**src/sv/mbsp_pkg.sv**
```systemverilog
// package for the midi byte stream parser: codes, status constants and beat types
`timescale 1ns / 1ps

package mbsp_pkg;

    // event codes carried on the result channel
    typedef enum logic [2:0] {
        EV_NOTE    = 3'd0,
        EV_CC      = 3'd1,
        EV_PC      = 3'd2,
        EV_BEND    = 3'd3,
        EV_SX_DATA = 3'd4,
        EV_SX_END  = 3'd5
    } event_kind_t;

    // whole status bytes with a meaning of their own
    localparam logic [7:0] STATUS_NONE       = 8'h00;
    localparam logic [7:0] STATUS_SYSEX      = 8'hF0;
    localparam logic [7:0] STATUS_SYSEX_END  = 8'hF7;

    // upper nibble of channel status bytes
    localparam logic [3:0] NIB_NOTE_OFF      = 4'h8;
    localparam logic [3:0] NIB_NOTE_ON       = 4'h9;
    localparam logic [3:0] NIB_CTRL_CHANGE   = 4'hB;
    localparam logic [3:0] NIB_PROG_CHANGE   = 4'hC;
    localparam logic [3:0] NIB_CHAN_PRESSURE = 4'hD;
    localparam logic [3:0] NIB_PITCH_BEND    = 4'hE;

    // byte counter values used while a channel message is assembled
    localparam logic [7:0] CNT_IDLE   = 8'd0;
    localparam logic [7:0] CNT_FIRST  = 8'd1;
    localparam logic [7:0] CNT_SECOND = 8'd2;

    // one result beat
    typedef struct packed {
        event_kind_t kind;
        logic [3:0]  channel;
        logic [6:0]  first_data;
        logic [6:0]  second_data;
        logic [7:0]  sysex_index;
    } event_t;

    // decoder result for one byte
    typedef struct packed {
        logic   emit;
        event_t ev;
    } dec_result_t;

endpackage

```
**src/sv/mbsp_byte_if.sv**
```systemverilog
// handshake channel carrying one received midi byte per beat
`timescale 1ns / 1ps

interface mbsp_byte_if;
    logic       valid;
    logic       ready;
    logic [7:0] midi_byte;

    modport source (output valid, output midi_byte, input ready);
    modport sink   (input valid, input midi_byte, output ready);
endinterface

```
**src/sv/mbsp_event_if.sv**
```systemverilog
// handshake channel carrying one parsed midi event per beat
`timescale 1ns / 1ps

interface mbsp_event_if;
    logic       valid;
    logic       ready;
    logic [2:0] event_kind;
    logic [3:0] channel;
    logic [6:0] first_data;
    logic [6:0] second_data;
    logic [7:0] sysex_index;

    modport source (output valid, output event_kind, output channel, output first_data,
                    output second_data, output sysex_index, input ready);
    modport sink   (input valid, input event_kind, input channel, input first_data,
                    input second_data, input sysex_index, output ready);
endinterface

```
**src/sv/mbsp_in_stage.sv**
```systemverilog
// input register: holds one accepted byte until the decoder takes it
`timescale 1ns / 1ps

module mbsp_in_stage
    import mbsp_pkg::*;
(
    input  logic        clk,
    input  logic        rst_n,
    mbsp_byte_if.sink   byte_stream,
    input  logic        drain,
    output logic        valid_reg,
    output logic [7:0]  byte_reg
);

    logic       valid_next;
    logic [7:0] byte_next;
    logic       load;

    // room when empty or when the held byte moves on this cycle
    assign load              = !valid_reg || drain;
    assign byte_stream.ready = load;

    always_comb
    begin
        valid_next = valid_reg;
        byte_next  = byte_reg;
        if (load)
        begin
            valid_next = byte_stream.valid;
            if (byte_stream.valid)
            begin
                byte_next = byte_stream.midi_byte;
            end
        end
    end

    // control flag
    always_ff @(posedge clk or negedge rst_n)
    begin
        if (!rst_n)
        begin
            valid_reg <= 1'b0;
        end
        else
        begin
            valid_reg <= valid_next;
        end
    end

    // payload
    always_ff @(posedge clk)
    begin
        byte_reg <= byte_next;
    end

endmodule

```
**src/sv/mbsp_decode.sv**
```systemverilog
// running status decoder: parser state and the event for one byte
`timescale 1ns / 1ps

module mbsp_decode
    import mbsp_pkg::*;
(
    input  logic        clk,
    input  logic        rst_n,
    input  logic        step,
    input  logic [7:0]  midi_byte,
    output dec_result_t res
);

    logic [7:0] running_status_reg, running_status_next;
    logic [7:0] byte_counter_reg,   byte_counter_next;
    logic [6:0] held_first_reg,     held_first_next;
    logic [3:0] status_hi;
    logic [3:0] status_ch;
    logic [6:0] data7;

    // map a completed channel message to an event; channel pressure gives none
    function automatic dec_result_t finish_msg(input logic [3:0] hi, input logic [3:0] ch,
                                               input logic [6:0] d1, input logic [6:0] d2);
        dec_result_t r;
        r                = '0;
        r.ev.channel     = ch;
        r.ev.first_data  = d1;
        unique case (hi)
            NIB_NOTE_OFF:
            begin
                r.emit    = 1'b1;
                r.ev.kind = EV_NOTE;
            end
            NIB_NOTE_ON:
            begin
                r.emit           = 1'b1;
                r.ev.kind        = EV_NOTE;
                r.ev.second_data = d2;
            end
            NIB_CTRL_CHANGE:
            begin
                r.emit           = 1'b1;
                r.ev.kind        = EV_CC;
                r.ev.second_data = d2;
            end
            NIB_PROG_CHANGE:
            begin
                r.emit    = 1'b1;
                r.ev.kind = EV_PC;
            end
            NIB_PITCH_BEND:
            begin
                r.emit           = 1'b1;
                r.ev.kind        = EV_BEND;
                r.ev.second_data = d2;
            end
            default:
            begin
                r = '0;
            end
        endcase
        return r;
    endfunction

    assign status_hi = running_status_reg[7:4];
    assign status_ch = running_status_reg[3:0];
    assign data7     = midi_byte[6:0];

    // next state and event for the byte at hand
    always_comb
    begin
        running_status_next = running_status_reg;
        byte_counter_next   = byte_counter_reg;
        held_first_next     = held_first_reg;
        res                 = '0;
        if (midi_byte[7])
        begin
            if (midi_byte == STATUS_SYSEX_END)
            begin
                // sysex end always reported, open or not
                running_status_next = STATUS_NONE;
                byte_counter_next   = CNT_IDLE;
                res.emit            = 1'b1;
                res.ev.kind         = EV_SX_END;
            end
            else
            begin
                running_status_next = midi_byte;
                byte_counter_next   = CNT_FIRST;
            end
        end
        else if (running_status_reg == STATUS_SYSEX)
        begin
            // sysex payload, index wraps with the counter
            byte_counter_next  = byte_counter_reg + 8'd1;
            res.emit           = 1'b1;
            res.ev.kind        = EV_SX_DATA;
            res.ev.first_data  = data7;
            res.ev.sysex_index = byte_counter_reg;
        end
        else if (running_status_reg == STATUS_NONE)
        begin
            res = '0;
        end
        else if (byte_counter_reg <= CNT_FIRST)
        begin
            held_first_next = data7;
            if (status_hi == NIB_PROG_CHANGE || status_hi == NIB_CHAN_PRESSURE)
            begin
                byte_counter_next = CNT_IDLE;
                res               = finish_msg(status_hi, status_ch, data7, 7'd0);
            end
            else
            begin
                byte_counter_next = CNT_SECOND;
            end
        end
        else if (byte_counter_reg == CNT_SECOND)
        begin
            byte_counter_next = CNT_IDLE;
            res               = finish_msg(status_hi, status_ch, held_first_reg, data7);
        end
    end

    // parser state, advanced once per consumed byte
    always_ff @(posedge clk or negedge rst_n)
    begin
        if (!rst_n)
        begin
            running_status_reg <= STATUS_NONE;
            byte_counter_reg   <= CNT_IDLE;
            held_first_reg     <= 7'd0;
        end
        else if (step)
        begin
            running_status_reg <= running_status_next;
            byte_counter_reg   <= byte_counter_next;
            held_first_reg     <= held_first_next;
        end
    end

endmodule

```
**src/sv/mbsp_out_stage.sv**
```systemverilog
// result register: holds one event beat until the sink takes it
`timescale 1ns / 1ps

module mbsp_out_stage
    import mbsp_pkg::*;
(
    input  logic          clk,
    input  logic          rst_n,
    input  logic          step,
    input  dec_result_t   res,
    output logic          can_load,
    mbsp_event_if.source  event_stream
);

    logic   valid_reg, valid_next;
    event_t ev_reg,    ev_next;

    // free when empty or when the held beat leaves this cycle
    assign can_load = !valid_reg || event_stream.ready;

    always_comb
    begin
        valid_next = valid_reg;
        ev_next    = ev_reg;
        if (can_load)
        begin
            valid_next = step && res.emit;
            if (step && res.emit)
            begin
                ev_next = res.ev;
            end
        end
    end

    always_ff @(posedge clk or negedge rst_n)
    begin
        if (!rst_n)
        begin
            valid_reg <= 1'b0;
        end
        else
        begin
            valid_reg <= valid_next;
        end
    end

    always_ff @(posedge clk)
    begin
        ev_reg <= ev_next;
    end

    // drive the channel
    assign event_stream.valid       = valid_reg;
    assign event_stream.event_kind  = ev_reg.kind;
    assign event_stream.channel     = ev_reg.channel;
    assign event_stream.first_data  = ev_reg.first_data;
    assign event_stream.second_data = ev_reg.second_data;
    assign event_stream.sysex_index = ev_reg.sysex_index;

endmodule

```
**src/sv/midi_byte_stream_parser_unit.sv**
```systemverilog
// midi byte stream parser: top level joining input register, decoder and result register
// an accepted byte is held in the input register and decoded; its event is presented from the result register
// throughput: one byte per cycle; a held byte waits only while the result beat is not taken
// a byte that gives no event leaves nothing on the result channel
// reset: asynchronous active low; clears status, counter, held data and both valid flags
`timescale 1ns / 1ps

module midi_byte_stream_parser_unit
    import mbsp_pkg::*;
(
    input  logic         clk,
    input  logic         rst_n,
    mbsp_byte_if.sink    byte_stream,
    mbsp_event_if.source event_stream
);

    logic        in_valid;
    logic [7:0]  in_byte;
    logic        can_load;
    logic        step;
    dec_result_t res;

    // the held byte is decoded whenever the result register has room
    assign step = in_valid && can_load;

    mbsp_in_stage u_in_stage (
        .clk         (clk),
        .rst_n       (rst_n),
        .byte_stream (byte_stream),
        .drain       (can_load),
        .valid_reg   (in_valid),
        .byte_reg    (in_byte)
    );

    mbsp_decode u_decode (
        .clk       (clk),
        .rst_n     (rst_n),
        .step      (step),
        .midi_byte (in_byte),
        .res       (res)
    );

    mbsp_out_stage u_out_stage (
        .clk          (clk),
        .rst_n        (rst_n),
        .step         (step),
        .res          (res),
        .can_load     (can_load),
        .event_stream (event_stream)
    );

endmodule
```
**src/flat_wrapper.sv**
```systemverilog
// flat-port wrapper written by rule: the top's interface ports become plain ports
module midi_byte_stream_parser_unit_flat import mbsp_pkg::*;
  (clk, rst_n, byte_stream_valid, byte_stream_midi_byte, byte_stream_ready, event_stream_valid, event_stream_event_kind, event_stream_channel, event_stream_first_data, event_stream_second_data, event_stream_sysex_index, event_stream_ready);
  mbsp_byte_if byte_stream_i ();
  mbsp_event_if event_stream_i ();
  input  logic clk;
  input  logic rst_n;
  input wire logic [$bits(byte_stream_i.valid)-1:0] byte_stream_valid;
  input wire logic [$bits(byte_stream_i.midi_byte)-1:0] byte_stream_midi_byte;
  output wire logic [$bits(byte_stream_i.ready)-1:0] byte_stream_ready;
  output wire logic [$bits(event_stream_i.valid)-1:0] event_stream_valid;
  output wire logic [$bits(event_stream_i.event_kind)-1:0] event_stream_event_kind;
  output wire logic [$bits(event_stream_i.channel)-1:0] event_stream_channel;
  output wire logic [$bits(event_stream_i.first_data)-1:0] event_stream_first_data;
  output wire logic [$bits(event_stream_i.second_data)-1:0] event_stream_second_data;
  output wire logic [$bits(event_stream_i.sysex_index)-1:0] event_stream_sysex_index;
  input wire logic [$bits(event_stream_i.ready)-1:0] event_stream_ready;
  assign byte_stream_i.valid = byte_stream_valid;
  assign byte_stream_i.midi_byte = byte_stream_midi_byte;
  assign byte_stream_ready = byte_stream_i.ready;
  assign event_stream_valid = event_stream_i.valid;
  assign event_stream_event_kind = event_stream_i.event_kind;
  assign event_stream_channel = event_stream_i.channel;
  assign event_stream_first_data = event_stream_i.first_data;
  assign event_stream_second_data = event_stream_i.second_data;
  assign event_stream_sysex_index = event_stream_i.sysex_index;
  assign event_stream_i.ready = event_stream_ready;
  midi_byte_stream_parser_unit u_core (.clk(clk), .rst_n(rst_n), .byte_stream(byte_stream_i), .event_stream(event_stream_i));
endmodule
```
**config.mk**
```make
export PLATFORM = sky130hd
export DESIGN_NAME = midi_byte_stream_parser_unit_flat
export DESIGN_NICKNAME = d
export VERILOG_FILES = /design/src/sv/mbsp_pkg.sv /design/src/sv/mbsp_byte_if.sv /design/src/sv/mbsp_event_if.sv /design/src/sv/mbsp_in_stage.sv /design/src/sv/mbsp_decode.sv /design/src/sv/mbsp_out_stage.sv /design/src/sv/midi_byte_stream_parser_unit.sv /design/src/flat_wrapper.sv
export SDC_FILE = /design/constraint.sdc
export NUM_CORES = 1
export LEC_CHECK = 0
export BUFFER_PORTS_ARGS = -buffer_cell sky130_fd_sc_hd__buf_2
export CAP_MARGIN = 20
export CORE_MARGIN = 2
export CORE_UTILIZATION = 59
export CTS_BUF_LIST = sky130_fd_sc_hd__clkbuf_8
export DETAILED_ROUTE_END_ITERATION = 12
export PLACE_DENSITY = 0.9
export SETUP_SLACK_MARGIN = 0.2
export SYNTH_ARGS = -nofsm -noshare
export SYNTH_HDL_FRONTEND = slang
export SYNTH_SLANG_ARGS = --single-unit
```
**constraint.sdc**
```tcl
create_clock -name clk -period 4.1 [get_ports clk]
set_input_delay 0.205 -clock clk [delete_from_list [all_inputs] [get_ports clk]]
set_output_delay 0.205 -clock clk [all_outputs]
set_load 0.01 [all_outputs]
```
==> reports/results.ini, run 1 <==
[floorplanning]
fp.coreArea_mm2 = 0.00469
die_area_mm2 = 0.00542
fp.dieW_um = 73.6
num_io_pins = 43
initial_utilization = 0.610
rows = 25
dieHeight_um = 73.6

[drt]
wl_um = 5720
wl_met2_um = 2640
met3WireLength_um = 581
first_iter_violations = 186
viasPerCell = 6.45
highest_layer = met4
ant_nets = 0
drt-wirelength-per-cell_um = 17.5
remaining_drc_errors = 0
drt_pre_antenna_iters = 6
wl_met1_um = 2370
vias = 2109

[global_route]
grt-ovfl-total = 0
grt_antenna_before_repair = 0
grt_pass1_vias = 1895
grt_pass1_wl_um = 9150
grt_usage = 0.231
grt_max_degree = 26

[hold_path]
hold_class = primary input to flop
min_delay_path_depth = 1
hold_start = byte_stream_midi_byte[5]
hold-path-endpoint = u_core.u_in_stage.byte_reg[5]

[setup_path]
worst-path-stages = 7
critical_path.top_delay_family = simple AND/OR/NAND/NOR gates
slowest_stage = nor2_2
max_stage_delay_ns = 0.54
path_cells = inv_1, ha_1, nor2_1, nor4_1, o31a_1, nor2_2, buf_4
crit_path_max_fanout = 17
worst-r2r-setup-slack_ns = 1.15
path_class = flop to flop
r2r_start = u_core.u_decode.byte_counter_reg[0]
worstPathArrival_ns = 2.97
start_kind = flop
critPathCaptureType = flop
rr_worst_depth = 7
critical_path_buf_inv_count = 2
r2r_end = u_core.u_out_stage.event_stream.sysex_index[1]
required_ns = 4.12

[final_layout]
area_growth_pct = 15.8
layout.nets = 285
final_util = 0.706
num_antenna_cells = 0
drive_above_1_share = 0.278

[cts]
cts_setup_buffers = 0
ctsHtreeMaxLevel = 3
clk_latency_ns = 0.34
path_clk_slew_ns = 0.07
clockRootBuffer = clkbuf_8
cts_tree = built
cts.sinks = 62
cts_buffer_depth = 2
numCtsBuffers = 9

[timing]
finalCriticalPeriod_ns = 2.95
clock.fmax_mhz = 339
finClkSkew_ns = 0.0150
post-route-period-util = 0.719
rsz0062_at_grt = no
hold_violations = 0
max_slew_margin = 0.438
tightest_slew_ns = 0.837
final.setup.tns_ns = 0
finalMaxSlewViolations = 0
setup_violations = 0

[synth]
synth_seq_cells = 62
avgSynthCellArea_um2 = 12.8
synth-edff-count = 37
syn_area_mm2 = 0.00286
ys.flop_type = edfxtp_1
syn_nets = 239
ys_async_sr_fraction = 0.403
ys_seq_area_frac = 0.607
ys_types = 52
synth_cells = 223
yosysWarnings = 0

[place]
gp_congestion = 0.897
hpwl_um = 3920
portBuffers = 42

[pwr]
vdd_ir_drop_max_mv = 0.358
leakage_nw = 1.33
p_per_area_mw_per_mm2 = 559

[run]
maxCapViolations = 0

[outcome]
status = completed

-- power by group --
| part | switching, W | leakage [nW] | internal (W) | total [W] |
|---|---|---|---|---|
| clock network | 0.000225 | 0.109 | 0.000333 | 0.000558 |
| registers | 0.000101 | 0.664 | 0.000771 | 0.000872 |
| logic | 0.000237 | 0.553 | 0.000184 | 0.000421 |
-- cell usage after synthesis, types with 5 or more instances --
library cell / count / area (um^2)
nor2_1: 7 / 26.3
a21oi_1: 6 / 30.0
edfxtp_1: 37 / 1110
mux2_2: 9 / 101
a22o_1: 14 / 123
nor4_1: 6 / 37.5
nand2_1: 12 / 45.0
inv_1: 5 / 18.8
and2_1: 16 / 100
o21ai_0: 6 / 30.0
dfrtp_1: 25 / 626
nor3_1: 10 / 50.1
clkbuf_1: 6 / 22.5
-- area by class of cell --
| type | count | area (um^2) |
|---|---|---|
| Clock buffer | 9 | 124 |
| Clock inverter | 6 | 80.1 |
| Fill cell | 332 | 1380 |
| Inverter | 5 | 18.8 |
| Multi-Input combinational cell | 147 | 1060 |
| Sequential cell | 62 | 1740 |
| Tap cell | 54 | 67.6 |
| Timing Repair Buffer | 44 | 228 |
-- cell families (layout without fill, tap and decap cells) --
family / after synthesis / in the layout / share of synthesized area
fa+ha+maj: 4 / 4 / 0.0175
compound gates: 48 / 48 / 0.126
simple gates: 83 / 83 / 0.181
buf+inv: 14 / 64 / 0.0236
mux: 11 / 11 / 0.0424
xor+xnor: 1 / 1 / 0.00306
flops: 62 / 62 / 0.607
-- layer usage --
metal | track usage | vias to the layer above
met5 | 0 | -
met4 | 0.0848 | 0
met3 | 0.0754 | 24
met2 | 0.343 | 139
met1 | 0.319 | 989
li1 | - | 957
-- how the worst max path moves through the flow --
| stage | startpoint | endpoint |
|---|---|---|
| detailed placement | u_core.u_decode.byte_counter_reg[0] | u_core.u_out_stage.event_stream.sysex_index[3] |
| finish | u_core.u_decode.byte_counter_reg[0] | u_core.u_out_stage.event_stream.sysex_index[1] |
| global placement | u_core.u_decode.byte_counter_reg[0] | u_core.u_out_stage.event_stream.sysex_index[4] |
| floorplan | u_core.u_decode.byte_counter_reg[0] | u_core.u_out_stage.event_stream.channel[0] |
| CTS | u_core.u_decode.byte_counter_reg[0] | u_core.u_out_stage.event_stream.sysex_index[1] |
| global route | u_core.u_decode.byte_counter_reg[0] | u_core.u_out_stage.event_stream.sysex_index[1] |
-- cell usage in the layout (no fill, tap or decap), drive strengths merged, types with 3 or more instances in the layout --
master  count
nand3       4
a21o        3
ha          4
edfxtp     37
a21oi       6
nand2b      3
o211ai      4
clkbuf      9
and2       17
nand4       3
inv         7
a22o       14
a41oi       3
dfrtp      25
nor2        7
nand2      12
buf        43
o21ai       6
nor4        7
or4         4
mux2        9
o31ai       4
nor3       10
-- through the flow --
stage	worst slack [ns]	total power (W)	instance area (um^2)	std cells	hold slack (ns)
after CTS	1.17	0.00184	3310	327	0.0342
after detailed placement	1.24	0.00128	3100	311	0.235
after floorplan	0.956	0.00117	2860	223	-0.0906
after global placement	1.36	0.00126	3100	311	0.228
final	1.15	0.00185	3310	327	0.0365
after global routing	0.916	0.00194	3310	327	0.0253
-- what timing repair did --
action	in CTS	in global routing
gates resized for setup	0	0
endpoints found under the hold margin	25	0
hold buffers	1	0
(Power assumes the default switching activity.)
==> run 2, diff against run 1 <==
- clock period: 4.1 -> 2.76 ns (I/O delays scaled with it)
==> reports/results.ini, run 2 (synthesized netlist as in run 1, its figures left out) <==
[run]
maxCapViolations = 0

[setup_path]
slowest_stage = or4_4
path_cells = or4_4, or3_1, nor4_4, buf_4, mux2_2
critPathCaptureType = flop
start_kind = flop
path_class = flop to flop
rr_worst_depth = 5
crit_path_start = u_core.u_decode.byte_counter_reg[3]
r2r_start = u_core.u_decode.byte_counter_reg[3]
crit_path_max_fanout = 8
crit_end = u_core.u_decode.held_first_reg[4]
r2r_end = u_core.u_decode.held_first_reg[4]
worstPathArrival_ns = 2.69
worst-r2r-setup-slack_ns = 0.31
max_stage_delay_ns = 0.58
required_ns = 3.00

[drt]
wl_met2_um = 2920
remaining_drc_errors = 0
highest_layer = met4
vias = 2145
drt-wirelength-per-cell_um = 17.8
met3WireLength_um = 650
ant_nets = 0
viasPerCell = 6.20
wl_met1_um = 2470
wl_um = 6140
drt_pre_antenna_iters = 5
first_iter_violations = 257

[floorplanning]
rows = 25
fp.coreArea_mm2 = 0.00469
num_io_pins = 43
initial_utilization = 0.610
fp.dieW_um = 73.6
dieHeight_um = 73.6
die_area_mm2 = 0.00542

[pwr]
switchingPower_w = 0.000893
leakage_nw = 1.42
seqPwrFrac = 0.440
vdd_ir_drop_max_mv = 0.457
comb_power_share = 0.231
clkPwrFrac = 0.329
internal-power_w = 0.00207
p_per_area_mw_per_mm2 = 842
switching_share = 0.302

[cts]
cts_buffer_depth = 2
cts_tree = built
numCtsBuffers = 9
clk_latency_ns = 0.35
path_clk_slew_ns = 0.07
cts.sinks = 62
clockRootBuffer = clkbuf_8
ctsHtreeMaxLevel = 3

[timing]
clock.fmax_mhz = 408
hold_ws_ns = 0.177
finClkSkew_ns = 0.00630
finalCriticalPeriod_ns = 2.45
hold_violations = 0
tightest_slew_ns = 0.608
max_slew_margin = 0.591
setup_violations = 0
finalMaxSlewViolations = 0
rsz0062_at_grt = no
final.setup.tns_ns = 0
post-route-period-util = 0.888

[global_route]
grt_antenna_before_repair = 0
grt_pass1_wl_um = 10100
grt_usage = 0.259
grt-ovfl-total = 0
grt_pass1_vias = 2081
grt_max_degree = 26

[final_layout]
num_antenna_cells = 0
layout_common_cells = 42 x buf_2, 37 x edfxtp_1, 25 x dfrtp_1
layout_commonest_cell = buf_2
drive_above_1_share = 0.305
multi_input_area_mm2 = 0.00106
fillers = 299
seqCellArea_mm2 = 0.00174
area_growth_pct = 22.9
layout.nets = 303

[place]
gp_congestion = 0.891
hpwl_um = 4130
portBuffers = 42

[outcome]
status = completed

[hold_path]
hold_class = primary input to flop

-- run 2: per-layer routing --
metal / vias to the layer above / GRT usage
li1: 997 / -
met1: 1011 / 0.333
met2: 127 / 0.382
met3: 10 / 0.110
met4: 0 / 0.121
met5: - / 0
-- run 2: final cells by class --
type / count / share of cell area
Sequential cell: 62 / 0.494
Tap cell: 54 / 0.0192
Multi-Input combinational cell: 147 / 0.303
Clock buffer: 9 / 0.0352
Inverter: 5 / 0.00534
Timing Repair Buffer: 62 / 0.110
Clock inverter: 7 / 0.0342
-- run 2: repair_timing --
item	in CTS	in global routing
endpoints found under the setup margin	0	7
gates resized for setup	0	0
hold endpoints to repair	34	0
hold buffers	10	0
buffers inserted	0	1
-- run 2: worst min-delay path by stage --
stage / start / end / cells after the start
2_1_floorplan: rst_n / u_core.u_decode.byte_counter_reg[0] / 0
3_3_place_gp: rst_n / u_core.u_decode.byte_counter_reg[2] / 1
3_5_place_dp: rst_n / u_core.u_decode.byte_counter_reg[2] / 1
4_1_cts: event_stream_ready / u_core.u_in_stage.valid_reg / 4
5_1_grt: event_stream_ready / u_core.u_in_stage.valid_reg / 4
6_report: event_stream_ready / u_core.u_in_stage.valid_reg / 4
-- run 2: power groups by stage --
stage | logic, W | registers (W) | clock network [W]
finish | 0.000684 | 0.00130 | 0.000975
global route | 0.000754 | 0.00132 | 0.00102
CTS | 0.000675 | 0.00129 | 0.000986
detailed placement | 0.000659 | 0.00131 | 0
global placement | 0.000631 | 0.00130 | 0
floorplan | 0.000480 | 0.00126 | 0
-- run 2: worst max-delay path: cells and delay by family, from the launching register on --
kind                   cells  cell delay [ns]
muxes                      1             0.35
buffers and inverters      1             0.20
and+or+nand+nor            3             1.34
DFF                        1             0.45
-- run 2: stage by stage --
stage	setup WS, ns	area (um^2)	cells	total power [W]	util
after global placement	0.319	3170	319	0.00193	0.675
after detailed placement	0.248	3170	319	0.00197	0.675
final	0.310	3520	346	0.00296	0.750
after CTS	0.237	3510	345	0.00296	0.748
after global routing	0.229	3520	346	0.00310	0.750
after floorplan	0.383	2870	223	0.00174	-
==> run 3, diff against run 2 <==
- clock period: 2.76 -> 2.75 ns (I/O delays scaled with it)
==> reports/results.ini, run 3 (synthesized netlist as in run 1, its figures left out) <==
[cts]
clockRootBuffer = clkbuf_8
cts_tree = built
ctsHtreeMaxLevel = 3
numCtsBuffers = 9
path_clk_slew_ns = 0.07
clk_latency_ns = 0.35
cts.sinks = 62
cts_buffer_depth = 2

[global_route]
grt_max_degree = 26
grt_usage = 0.257
grt_pass1_vias = 2075
grt-ovfl-total = 0
grt_antenna_before_repair = 0
grt_pass1_wl_um = 10100

[drt]
remaining_drc_errors = 0
vias = 2144
wl_um = 6210
viasPerCell = 6.20
drt_pre_antenna_iters = 5
drt-wirelength-per-cell_um = 17.9
first_iter_violations = 263
ant_nets = 0

[final_layout]
layout_common_cells = 42 x buf_2, 37 x edfxtp_1, 25 x dfrtp_1
layout_commonest_cell = buf_2
finalInstanceArea_mm2 = 0.00345
area_growth_pct = 20.4
num_antenna_cells = 0
drive_above_1_share = 0.305
layout.nets = 303
fillers = 313

[setup_path]
start_kind = flop
path_class = flop to flop
rr_worst_depth = 5
required_ns = 2.98
crit_path_max_fanout = 9
worstPathArrival_ns = 2.70
critPathCaptureType = flop

[place]
hpwl_um = 4160
portBuffers = 42
gp_congestion = 0.895
place_ws_ns = 0.224
placed_area_mm2 = 0.00317

[timing]
hold_violations = 0
finClkSkew_ns = 0.00915
max_slew_margin = 0.586
rsz0062_at_grt = no
setup_violations = 0
clock.fmax_mhz = 405
post-route-period-util = 0.898
tightest_slew_ns = 0.616
final.setup.worst_slack_ns = 0.280
final.setup.tns_ns = 0
finalMaxSlewViolations = 0
finalCriticalPeriod_ns = 2.47

[pwr]
vdd_ir_drop_max_mv = 0.524
comb_power_share = 0.255
seqPwrFrac = 0.484
switchingPower_w = 0.000899
internal-power_w = 0.00180
p_per_area_mw_per_mm2 = 783
switching_share = 0.333
leakage_nw = 1.39
clkPwrFrac = 0.261

[floorplanning]
rows = 25
num_io_pins = 43
die_area_mm2 = 0.00542
fp.coreArea_mm2 = 0.00469
dieHeight_um = 73.6
fp.dieW_um = 73.6
initial_utilization = 0.610

[run]
maxCapViolations = 0

[hold_path]
hold_class = primary input to flop
min_delay_path_depth = 4

[outcome]
status = completed

[run 3: cell count changes in the layout (fill, tap and decap cells not counted)]
cell / previous run / this run
clkinv_4: 1 / 2
bufinv_16: 3 / 0
clkinv_2: 1 / 3
[run 3: power groups by stage]
stage	Sequential (W)	Combinational (W)	Clock, W
after floorplan	0.00127	0.000482	0
after global placement	0.00131	0.000633	0
after detailed placement	0.00132	0.000661	0
after CTS	0.00130	0.000681	0.000711
after global routing	0.00133	0.000748	0.000755
final	0.00130	0.000688	0.000705
[run 3: layout make-up]
| cell class | instances | area (um^2) | area share |
|---|---|---|---|
| well taps | 54 | 67.6 | 0.0196 |
| repair buffers | 62 | 385 | 0.112 |
| clock buffers | 9 | 124 | 0.0359 |
| flip-flops and latches | 62 | 1740 | 0.504 |
| inverters | 5 | 18.8 | 0.00545 |
| clock inverters | 7 | 48.8 | 0.0142 |
| multi-input cells | 147 | 1060 | 0.309 |
[run 3: worst max-delay path, cell delays in order, from the launching register on]
cell,delay (ns)
dfrtp_1,0.48
or4_4,0.58
or3_1,0.45
nor4_4,0.30
buf_4,0.20
mux2_2,0.35
[run 3: repair_timing]
| item | CTS | global route |
|---|---|---|
| setup buffers | 1 | 0 |
| hold endpoints to repair | 34 | 0 |
| gates resized for setup | 0 | 0 |
| hold buffers | 10 | 0 |
| setup endpoints to repair | 1 | 0 |
[run 3: final timing paths]
check                                               startpoint  slack, ns                                   to
min in group asynchronous                                rst_n       0.32  u_core.u_decode.byte_counter_reg[3]
max                        u_core.u_decode.byte_counter_reg[2]       0.28    u_core.u_decode.held_first_reg[0]
min reg2reg                  u_core.u_decode.held_first_reg[5]       0.52    u_core.u_decode.held_first_reg[5]
min                                         event_stream_ready       0.18          u_core.u_in_stage.valid_reg
max in group asynchronous                                rst_n       2.04    u_core.u_decode.held_first_reg[6]
max reg2reg                u_core.u_decode.byte_counter_reg[2]       0.28    u_core.u_decode.held_first_reg[0]
[run 3: metrics by stage]
| step | instances | power, W | util | hold WS [ns] |
|---|---|---|---|---|
| after detailed placement | 319 | 0.00198 | 0.675 | 0.177 |
| after floorplan | 223 | 0.00175 | - | -0.158 |
| after CTS | 346 | 0.00269 | 0.734 | 0.167 |
| after global routing | 346 | 0.00283 | 0.734 | 0.217 |
| after global placement | 319 | 0.00194 | 0.675 | 0.150 |
| final | 346 | 0.00270 | 0.734 | 0.184 |
[run 3: routing by layer]
layer | vias up | GRT usage | part of all wire | wire length (um)
met5 | - | 0 | 0 | 0
met4 | 0 | 0.105 | 0.024 | 146
met3 | 15 | 0.0535 | 0.073 | 451
met2 | 101 | 0.400 | 0.48 | 2980
met1 | 1035 | 0.355 | 0.42 | 2630
li1 | 993 | - | - | -
